<file path="config.mk">
export PLATFORM = sky130hd
export DESIGN_NAME = sha256_message_hasher
export DESIGN_NICKNAME = d
export VERILOG_FILES = /design/src/hw/rtl/shw_pkg.sv /design/src/hw/rtl/shw_front.sv /design/src/hw/rtl/shw_core.sv /design/src/hw/rtl/sha256_message_hasher.sv
export SDC_FILE = /design/constraint.sdc
export NUM_CORES = 2
export LEC_CHECK = 0
export BUFFER_PORTS_ARGS = -buffer_cell sky130_fd_sc_hd__buf_2
export CORE_AREA = 10 10 397 399
export CTS_CLUSTER_SIZE = 30
export DETAILED_ROUTE_END_ITERATION = 16
export DIE_AREA = 0 0 407 409
export PLACE_DENSITY_LB_ADDON = 0.08
export SLEW_MARGIN = 25
export SYNTH_ARGS = -nofsm -noshare
export SYNTH_HDL_FRONTEND = slang
export SYNTH_SLANG_ARGS = --single-unit
</file>
<file path="constraint.sdc">
create_clock -name clk -period 10.51 [get_ports clk]
set_input_delay 1.5765 -clock clk [delete_from_list [all_inputs] [get_ports clk]]
set_output_delay 1.5765 -clock clk [all_outputs]
set_load 0.005 [all_outputs]
</file>
<file path="src/hw/rtl/shw_pkg.sv">
// Shared types, constants and round functions for the SHA-256 message hasher.
`timescale 1ns / 1ps
package shw_pkg;

	localparam int unsigned FifoDepth = 4;

	typedef enum logic [2:0] {
		B_IDLE,
		B_ROUND,
		B_ADD,
		B_PAD,
		B_OUT
	} back_state_t;

	typedef struct packed {
		logic [7:0] data_byte;
		logic       has_byte;
		logic       end_of_message;
	} item_t;

	typedef struct packed {
		logic  valid;
		item_t item;
	} queue_head_t;

	localparam logic [7:0] PadByte = 8'h80;

	function automatic logic [31:0] init_h(input logic [2:0] i);
		logic [31:0] r;
		case (i)
			3'd0: r = 32'h6a09e667;
			3'd1: r = 32'hbb67ae85;
			3'd2: r = 32'h3c6ef372;
			3'd3: r = 32'ha54ff53a;
			3'd4: r = 32'h510e527f;
			3'd5: r = 32'h9b05688c;
			3'd6: r = 32'h1f83d9ab;
			default: r = 32'h5be0cd19;
		endcase
		return r;
	endfunction

	function automatic logic [31:0] round_k(input logic [5:0] i);
		logic [31:0] r;
		case (i)
			6'd0: r = 32'h428a2f98; 6'd1: r = 32'h71374491; 6'd2: r = 32'hb5c0fbcf;
			6'd3: r = 32'he9b5dba5; 6'd4: r = 32'h3956c25b; 6'd5: r = 32'h59f111f1;
			6'd6: r = 32'h923f82a4; 6'd7: r = 32'hab1c5ed5; 6'd8: r = 32'hd807aa98;
			6'd9: r = 32'h12835b01; 6'd10: r = 32'h243185be; 6'd11: r = 32'h550c7dc3;
			6'd12: r = 32'h72be5d74; 6'd13: r = 32'h80deb1fe; 6'd14: r = 32'h9bdc06a7;
			6'd15: r = 32'hc19bf174; 6'd16: r = 32'he49b69c1; 6'd17: r = 32'hefbe4786;
			6'd18: r = 32'h0fc19dc6; 6'd19: r = 32'h240ca1cc; 6'd20: r = 32'h2de92c6f;
			6'd21: r = 32'h4a7484aa; 6'd22: r = 32'h5cb0a9dc; 6'd23: r = 32'h76f988da;
			6'd24: r = 32'h983e5152; 6'd25: r = 32'ha831c66d; 6'd26: r = 32'hb00327c8;
			6'd27: r = 32'hbf597fc7; 6'd28: r = 32'hc6e00bf3; 6'd29: r = 32'hd5a79147;
			6'd30: r = 32'h06ca6351; 6'd31: r = 32'h14292967; 6'd32: r = 32'h27b70a85;
			6'd33: r = 32'h2e1b2138; 6'd34: r = 32'h4d2c6dfc; 6'd35: r = 32'h53380d13;
			6'd36: r = 32'h650a7354; 6'd37: r = 32'h766a0abb; 6'd38: r = 32'h81c2c92e;
			6'd39: r = 32'h92722c85; 6'd40: r = 32'ha2bfe8a1; 6'd41: r = 32'ha81a664b;
			6'd42: r = 32'hc24b8b70; 6'd43: r = 32'hc76c51a3; 6'd44: r = 32'hd192e819;
			6'd45: r = 32'hd6990624; 6'd46: r = 32'hf40e3585; 6'd47: r = 32'h106aa070;
			6'd48: r = 32'h19a4c116; 6'd49: r = 32'h1e376c08; 6'd50: r = 32'h2748774c;
			6'd51: r = 32'h34b0bcb5; 6'd52: r = 32'h391c0cb3; 6'd53: r = 32'h4ed8aa4a;
			6'd54: r = 32'h5b9cca4f; 6'd55: r = 32'h682e6ff3; 6'd56: r = 32'h748f82ee;
			6'd57: r = 32'h78a5636f; 6'd58: r = 32'h84c87814; 6'd59: r = 32'h8cc70208;
			6'd60: r = 32'h90befffa; 6'd61: r = 32'ha4506ceb; 6'd62: r = 32'hbef9a3f7;
			default: r = 32'hc67178f2;
		endcase
		return r;
	endfunction

	function automatic logic [31:0] rotr(input logic [31:0] v, input int unsigned s);
		return (v >> s) | (v << (32 - s));
	endfunction

	function automatic logic [31:0] big_s0(input logic [31:0] v);
		return rotr(v, 2) ^ rotr(v, 13) ^ rotr(v, 22);
	endfunction

	function automatic logic [31:0] big_s1(input logic [31:0] v);
		return rotr(v, 6) ^ rotr(v, 11) ^ rotr(v, 25);
	endfunction

	function automatic logic [31:0] small_s0(input logic [31:0] v);
		return rotr(v, 7) ^ rotr(v, 18) ^ (v >> 3);
	endfunction

	function automatic logic [31:0] small_s1(input logic [31:0] v);
		return rotr(v, 17) ^ rotr(v, 19) ^ (v >> 10);
	endfunction

endpackage

</file>
<file path="src/hw/rtl/shw_front.sv">
// Front end: accepts input items, drops empty ones and queues the rest.
`timescale 1ns / 1ps
module shw_front
	import shw_pkg::*;
(
	input  logic        clk,
	input  logic        arst_n,
	input  logic        in_valid,
	output logic        in_stall,
	input  item_t       in_item,
	output queue_head_t head,
	input  logic        pop
);

	localparam int unsigned PtrW = $clog2(FifoDepth);

	item_t             mem_q [FifoDepth];
	logic [PtrW-1:0]   wr_ptr_q;
	logic [PtrW-1:0]   rd_ptr_q;
	logic [PtrW:0]     count_q;
	logic              push;
	logic              do_pop;

	assign in_stall = (count_q == (PtrW+1)'(FifoDepth));
	assign push     = in_valid && !in_stall && (in_item.has_byte || in_item.end_of_message);
	assign do_pop   = pop && (count_q != '0);

	assign head.valid = (count_q != '0);
	assign head.item  = mem_q[rd_ptr_q];

	always_ff @(posedge clk) begin
		if (push) begin
			mem_q[wr_ptr_q] <= in_item;
		end
	end

	always_ff @(posedge clk or negedge arst_n) begin
		if (!arst_n) begin
			wr_ptr_q <= '0;
			rd_ptr_q <= '0;
			count_q  <= '0;
		end else begin
			if (push) begin
				wr_ptr_q <= wr_ptr_q + 1'b1;
			end
			if (do_pop) begin
				rd_ptr_q <= rd_ptr_q + 1'b1;
			end
			case ({push, do_pop})
				2'b10:   count_q <= count_q + 1'b1;
				2'b01:   count_q <= count_q - 1'b1;
				default: count_q <= count_q;
			endcase
		end
	end

endmodule

</file>
<file path="src/hw/rtl/shw_core.sv">
// Back end: block packing, padding, 64-round compression and digest output.
`timescale 1ns / 1ps
module shw_core
	import shw_pkg::*;
(
	input  logic        clk,
	input  logic        arst_n,
	input  queue_head_t head,
	output logic        pop,
	output logic        out_valid,
	input  logic        out_stall,
	output logic [31:0] digest_word,
	output logic [2:0]  word_index,
	output logic        last_word
);

	back_state_t state_q, state_d;

	logic [31:0] w_q     [16];
	logic [31:0] chain_q [8];
	logic [31:0] v_q     [8];
	logic [5:0]  cnt_q;
	logic [5:0]  rnd_q;
	logic [63:0] bitlen_q;
	logic [63:0] plen_q;
	logic        pad_q;
	logic        first_q;
	logic [3:0]  lc_q;
	logic        pend_end_q;
	logic [2:0]  oidx_q;
	logic        ovalid_q;
	logic [31:0] oword_q;
	logic [2:0]  oindex_q;
	logic        olast_q;

	logic        put_en;
	logic [7:0]  put_byte;
	logic        len_byte;
	logic        start_pad;
	logic        out_load;
	logic [31:0] t1;
	logic [31:0] t2;
	logic [31:0] w_new;
	logic [3:0]  widx;
	logic [4:0]  wsh;

	assign out_load = (state_q == B_OUT) && (!ovalid_q || !out_stall);
	assign len_byte = !first_q && ((cnt_q == 6'd56) || (lc_q != '0));
	assign widx     = cnt_q[5:2];
	assign wsh      = {~cnt_q[1:0], 3'b000};

	always_comb begin
		state_d   = state_q;
		pop       = 1'b0;
		put_en    = 1'b0;
		put_byte  = head.item.data_byte;
		start_pad = 1'b0;
		unique case (state_q)
			B_IDLE: begin
				if (head.valid) begin
					pop    = 1'b1;
					put_en = head.item.has_byte;
					if (head.item.has_byte && cnt_q == 6'd63) begin
						state_d = B_ROUND;
					end else if (head.item.end_of_message) begin
						start_pad = 1'b1;
						state_d   = B_PAD;
					end
				end
			end
			B_PAD: begin
				put_en = 1'b1;
				if (first_q) begin
					put_byte = PadByte;
				end else if (len_byte) begin
					put_byte = plen_q[63:56];
				end else begin
					put_byte = '0;
				end
				if (cnt_q == 6'd63) begin
					state_d = B_ROUND;
				end
			end
			B_ROUND: begin
				if (rnd_q == 6'd63) begin
					state_d = B_ADD;
				end
			end
			B_ADD: begin
				if (pad_q && lc_q == 4'd8) begin
					state_d = B_OUT;
				end else if (pad_q) begin
					state_d = B_PAD;
				end else if (pend_end_q) begin
					start_pad = 1'b1;
					state_d   = B_PAD;
				end else begin
					state_d = B_IDLE;
				end
			end
			B_OUT: begin
				if (out_load && oidx_q == 3'd7) begin
					state_d = B_IDLE;
				end
			end
			default: state_d = B_IDLE;
		endcase
	end

	always_ff @(posedge clk or negedge arst_n) begin
		if (!arst_n) begin
			state_q <= B_IDLE;
		end else begin
			state_q <= state_d;
		end
	end

	assign t1 = v_q[7] + big_s1(v_q[4]) + ((v_q[4] & v_q[5]) ^ (~v_q[4] & v_q[6]))
		+ round_k(rnd_q) + w_q[0];
	assign t2 = big_s0(v_q[0]) + ((v_q[0] & v_q[1]) ^ (v_q[0] & v_q[2]) ^ (v_q[1] & v_q[2]));
	assign w_new = small_s1(w_q[14]) + w_q[9] + small_s0(w_q[1]) + w_q[0];

	always_ff @(posedge clk) begin
		if (state_q == B_ROUND) begin
			for (int i = 0; i < 15; i++) begin
				w_q[i] <= w_q[i+1];
			end
			w_q[15] <= w_new;
		end else if (put_en) begin
			w_q[widx][wsh +: 8] <= put_byte;
		end
		if (state_q == B_ROUND) begin
			v_q[7] <= v_q[6];
			v_q[6] <= v_q[5];
			v_q[5] <= v_q[4];
			v_q[4] <= v_q[3] + t1;
			v_q[3] <= v_q[2];
			v_q[2] <= v_q[1];
			v_q[1] <= v_q[0];
			v_q[0] <= t1 + t2;
		end else if (state_d == B_ROUND) begin
			for (int i = 0; i < 8; i++) begin
				v_q[i] <= chain_q[i];
			end
		end
		if (pop && head.item.has_byte) begin
			plen_q <= bitlen_q + 64'd8;
		end else if (pop) begin
			plen_q <= bitlen_q;
		end else if (state_q == B_PAD && len_byte) begin
			plen_q <= {plen_q[55:0], 8'h00};
		end
		if (out_load) begin
			oword_q  <= chain_q[oidx_q];
			oindex_q <= oidx_q;
			olast_q  <= (oidx_q == 3'd7);
		end
	end

	always_ff @(posedge clk or negedge arst_n) begin
		if (!arst_n) begin
			for (int i = 0; i < 8; i++) begin
				chain_q[i] <= init_h(3'(i));
			end
			cnt_q      <= '0;
			rnd_q      <= '0;
			bitlen_q   <= '0;
			pad_q      <= 1'b0;
			first_q    <= 1'b0;
			lc_q       <= '0;
			pend_end_q <= 1'b0;
			oidx_q     <= '0;
			ovalid_q   <= 1'b0;
		end else begin
			if (put_en) begin
				cnt_q <= cnt_q + 1'b1;
			end
			if (pop && head.item.has_byte) begin
				bitlen_q <= bitlen_q + 64'd8;
			end
			if (pop) begin
				pend_end_q <= head.item.end_of_message;
			end
			rnd_q <= (state_q == B_ROUND) ? rnd_q + 1'b1 : '0;
			if (state_q == B_ADD) begin
				for (int i = 0; i < 8; i++) begin
					chain_q[i] <= chain_q[i] + v_q[i];
				end
			end
			if (start_pad) begin
				pad_q   <= 1'b1;
				first_q <= 1'b1;
				lc_q    <= '0;
			end else if (state_q == B_PAD) begin
				first_q <= 1'b0;
				if (len_byte) begin
					lc_q <= lc_q + 1'b1;
				end
			end
			if (out_load) begin
				ovalid_q <= 1'b1;
				oidx_q   <= oidx_q + 1'b1;
				if (oidx_q == 3'd7) begin
					for (int i = 0; i < 8; i++) begin
						chain_q[i] <= init_h(3'(i));
					end
					bitlen_q <= '0;
					pad_q    <= 1'b0;
				end
			end else if (!out_stall) begin
				ovalid_q <= 1'b0;
			end
		end
	end

	assign out_valid   = ovalid_q;
	assign digest_word = oword_q;
	assign word_index  = oindex_q;
	assign last_word   = olast_q;

	a_round_end: assert property (@(posedge clk) disable iff (!arst_n)
		(state_q == B_ROUND && rnd_q == 6'd63) |=> (state_q == B_ADD))
		else $error("round count did not end in the add step");
	a_out_aligned: assert property (@(posedge clk) disable iff (!arst_n)
		(state_q == B_OUT) |-> (cnt_q == '0 && lc_q == 4'd8))
		else $error("digest output with a partial block");
	a_pop_idle: assert property (@(posedge clk) disable iff (!arst_n)
		pop |-> (state_q == B_IDLE))
		else $error("item taken outside idle");

endmodule

</file>
<file path="src/hw/rtl/sha256_message_hasher.sv">
// Top level of the SHA-256 message hasher.
// Input channel: in_valid / in_stall with data_byte, has_byte, end_of_message.
// An item with neither a byte nor the end mark is taken and dropped.
// Items go into a four-entry queue; the back end takes one at a time.
// Each byte is written into the block buffer; the 64th byte of a block starts
// the compression: 64 rounds and then an add step, during which the back end
// takes no item from the queue, which keeps accepting items until it is full.
// An end item runs the padding one byte per cycle, then one or two
// compressions, after which the digest leaves as eight words, word 0 first,
// on out_valid / out_stall with word_index and last_word on word 7.
// A digest word sits in an output register; while out_stall is high it holds
// and the back end waits, while the queue still accepts items until full.
// Reset (arst_n low) loads the initial hash words, clears the counts and the
// queue; the block is ready right after reset.
`timescale 1ns / 1ps
module sha256_message_hasher
	import shw_pkg::*;
(
	input  logic        clk,
	input  logic        arst_n,
	input  logic        in_valid,
	output logic        in_stall,
	input  logic [7:0]  data_byte,
	input  logic        has_byte,
	input  logic        end_of_message,
	output logic        out_valid,
	input  logic        out_stall,
	output logic [31:0] digest_word,
	output logic [2:0]  word_index,
	output logic        last_word
);

	item_t       in_item;
	queue_head_t head;
	logic        pop;

	assign in_item.data_byte      = data_byte;
	assign in_item.has_byte       = has_byte;
	assign in_item.end_of_message = end_of_message;

	shw_front u_front (
		.clk      (clk),
		.arst_n   (arst_n),
		.in_valid (in_valid),
		.in_stall (in_stall),
		.in_item  (in_item),
		.head     (head),
		.pop      (pop)
	);

	shw_core u_core (
		.clk         (clk),
		.arst_n      (arst_n),
		.head        (head),
		.pop         (pop),
		.out_valid   (out_valid),
		.out_stall   (out_stall),
		.digest_word (digest_word),
		.word_index  (word_index),
		.last_word   (last_word)
	);

endmodule
</file>
==> run summary <==
The flow ran to the end, and the final reports show no timing, DRC or antenna violations. Data arrives at the worst endpoint at 10.48 ns. The critical path data required time came out at 11.00 ns. Once layout is complete, the utilization of the core stands at 59.4%. The die is 407 µm wide. Setup slack on the worst reg-to-reg path comes out at 0.52 ns. The number of max-slew violations in the final report came to 0. Among all stages on the critical path, the largest delay is contributed by a221oi_1. STA classifies the critical path startpoint as a register. The final setup violation count is 0. On the final layout, the worst clock skew is 0.0719 ns. The primary flip-flop cell chosen by synthesis mapping is edfxtp_1. For this run, asynchronously set or reset flops after synthesis account for 27.9%.

The number of distinct library cell variants in the gate-level netlist after synthesis is 116. The die is 409 µm tall. The delay contributed by the slowest stage of the critical path is 0.54 ns.

Once detail routing completed, the nets flagged for antenna violations numbered 0. For the worst-skew pair, the clock arrives at the later sink with an insertion delay of 0.82 ns. The full die area came out at 166000 µm². The highest achievable clock rate came out at 0.100 GHz. In this run the tightest slew margin relative to its limit is 23.1%. The layout cell share with drive strength beyond 1 is 9.03%. The number of filler cells placed in the layout came out at 12800.

After clock tree synthesis, the setup repair step added 0 buffers. In the final routed layout, each cell accounts on average for 25.8 µm. The first-pass GRT wire length is 401 mm. The clock root buffer is clkbuf_16.

The total length of routed wires is 269 mm. From synthesis to final layout, the design area changed by 8.55%. The number of vias after detailed routing came out at 64300. Entering global routing, the biggest net connects 178 pins. Synthesis produced a netlist with a net count of 9067.

The average footprint of a synthesized cell came out at 9.67 µm². The weighted congestion at the end of routability-driven global placement came out at 0.956. The number of clock buffers inserted by TritonCTS is 146. In this run the worst path has a maximum fanout of 11. The sequential cell area fraction in the yosys report is 44.2%.

The number of I/O port buffers is 51. The starting utilization of the core area came out at 54.7%. The number of flops mapped to enable cells by yosys came out at 905. The clock-pin transition on the worst setup and hold timing paths is 0.06 ns. The count of inserted antenna diode cells came out at 0. Setup repair after global routing left no endpoint under its margin.

Global routing used 31.7% of the available tracks. The number of design rule violations left after detail routing is 0. The final layout contains 8885 nets. The routed via count divided by cell count is 6.18.

The min-delay analysis places its worst path in the category reg2reg. The synthesized netlist occupies a cell area of 81700 µm². The residual overflow from global routing is 0. The kind of critical path is reg2reg. The hold violation count in the final report was 0. The clock tree buffer depth came out at 3. The critical path capture point type is a register.

The total number of clock tree sinks came out at 1255. The number of DRC markers after the initial detailed-route iteration came out at 6957. The quantity of hold-fixing buffers added after cts is 0. The iteration count of the initial detailed-routing pass came out at 6. The core outline area is 149000 µm². The number of antenna violations at the first check in global routing came out at 0.

TritonCTS built the clock tree. The cell count after synthesis is 8452. The final clock period utilization by the worst path is 95.0%.

The post-detailed-placement half-perimeter wirelength is 196 mm. The routed design could run at a clock period as short as 9.99 ns. Summed over all failing endpoints, the final setup total negative slack is 0 ns. After synthesis the netlist holds a flip-flop and latch count of 1255.

Gates resized during post-CTS repair numbered 0. The number of I/O pins is 52. For the pin with the worst max-slew slack, the measured transition is 1.15 ns. The number of violations of the max-capacitance limit came out at 0. The placement row count came out at 142.

The via count of the first global-routing pass was 61400. During synthesis, Yosys emitted a total of 0 warnings. The CTS H-tree depth is 4.
critical path: cells and delay by family, from the launching register on:
kind / cells / cell delay (ns)
compound gates: 17 / 4.04
xor+xnor: 2 / 0.35
fa+ha+maj: 8 / 3.37
buf+inv: 3 / 0.41
flops: 1 / 0.37
simple gates: 5 / 1.13
cell type report:
| type | instances | area (µm²) | area share (%) |
|---|---|---|---|
| clock buffers | 185 | 3930 | 4.43 |
| clock inverters | 89 | 1240 | 1.39 |
| inverters | 282 | 1060 | 1.19 |
| multi-input cells | 6445 | 42800 | 48.3 |
| flip-flops and latches | 1255 | 36100 | 40.7 |
| well taps | 2016 | 2520 | 2.84 |
| repair buffers | 140 | 1010 | 1.14 |
cell usage after synthesis, drive strengths merged (60+ instances only):
master	n	area share (%)
nor2	414	1.9
nand2b	62	0.47
mux4	79	2.2
xnor2	427	4.6
dfrtp	214	6.6
ha	405	6.2
edfxtp	905	33
nor3	113	0.72
buf	98	0.54
o21ai	909	5.6
nand3	119	0.75
nand2	1791	8.2
a21o	201	1.8
inv	281	1.3
a21oi	537	3.3
fa	196	4.8
o211ai	96	0.89
clkbuf	372	1.7
dfstp	136	4.4
xor2	225	2.4
or3	60	0.47
placed cells by master, fill, tap and decap left out, drive strengths merged, types with 39 or more instances in the layout:
cell	netlist	final
o21a	49	49
clkbuf	372	185
nand4	57	57
or3	60	60
buf	98	140
a21o	201	201
a211oi	45	45
xor2	225	225
a21oi	537	537
nor3	113	113
mux4	79	79
dfstp	136	136
dfrtp	214	214
o211ai	96	96
xnor2	427	427
fa	196	196
ha	405	405
o21ai	909	909
or2	39	39
nand2	1791	1791
a31oi	55	55
nor2	414	414
nand2b	62	62
clkinv	1	64
inv	281	285
nand3	119	119
nor2b	54	54
edfxtp	905	905
mux2	54	54
and3	39	39
o21bai	47	47
per-stage QoR:
stage	cell area, µm²	worst slack, ns	instances	hold slack (ns)
final	88700	0.521	10400	0.503
after floorplan	81700	1.44	8452	0.451
after CTS	88700	0.757	10400	0.500
after global routing	88700	0.0663	10400	0.531
after global placement	83500	0.792	10100	0.484
after detailed placement	83500	0.817	10100	0.490
worst paths after layout:
| check | start | end | cells after the start |
|---|---|---|---|
| max | u_core.rnd_q[0] | u_core.v_q[0][30] | 35 |
| min | u_front.count_q[2] | u_front.count_q[2] | 1 |
| max reg2reg | u_core.rnd_q[0] | u_core.v_q[0][30] | 35 |
| min reg2reg | u_front.count_q[2] | u_front.count_q[2] | 1 |
| max in group asynchronous | arst_n | u_core.bitlen_q[14] | 3 |
| min in group asynchronous | arst_n | u_core.chain_q[61] | 1 |
cells by family (layout without fill, tap and decap cells):
| family | Yosys count | after routing | synth area share, % |
|---|---|---|---|
| AND/OR/NAND/NOR | 2842 | 2842 | 14.9 |
| AO/OA/AOI/OAI | 2165 | 2165 | 15.8 |
| flip-flops | 1255 | 1255 | 44.2 |
| buffers and inverters | 752 | 696 | 3.55 |
| XOR/XNOR | 652 | 652 | 6.99 |
| adder cells (fa/ha/maj) | 622 | 622 | 11.3 |
| multiplexers | 164 | 164 | 3.30 |
layer usage:
metal	part of all wire (%)	wire length, µm	GRT usage [%]	up-vias
met2	45	122000	49.5	2638
li1	-	-	-	29500
met5	0	0	0	-
met3	7.3	19700	5.22	490
met1	42	114000	43.7	31700
met4	4.9	13100	13.3	0
registers in the layout, indices dropped and copies added (netlist names):
register / count
u_core.w_q: 512
u_core.chain_q: 256
u_core.v_q: 256
u_core.bitlen_q: 61
u_core.plen_q: 61
u_front.mem_q: 40
u_core.digest_word: 32
u_core.cnt_q: 6
u_core.rnd_q: 6
u_core.lc_q: 4
u_core.oidx_q: 3
u_core.state_q: 3
u_core.word_index: 3
u_front.count_q: 3
u_front.rd_ptr_q: 2
u_front.wr_ptr_q: 2
u_core.first_q: 1
u_core.last_word: 1
u_core.out_valid: 1
u_core.pad_q: 1
u_core.pend_end_q: 1
Power is not shown: default switching activity piles up to over one toggle a cycle in this logic, so the estimate is an artifact.
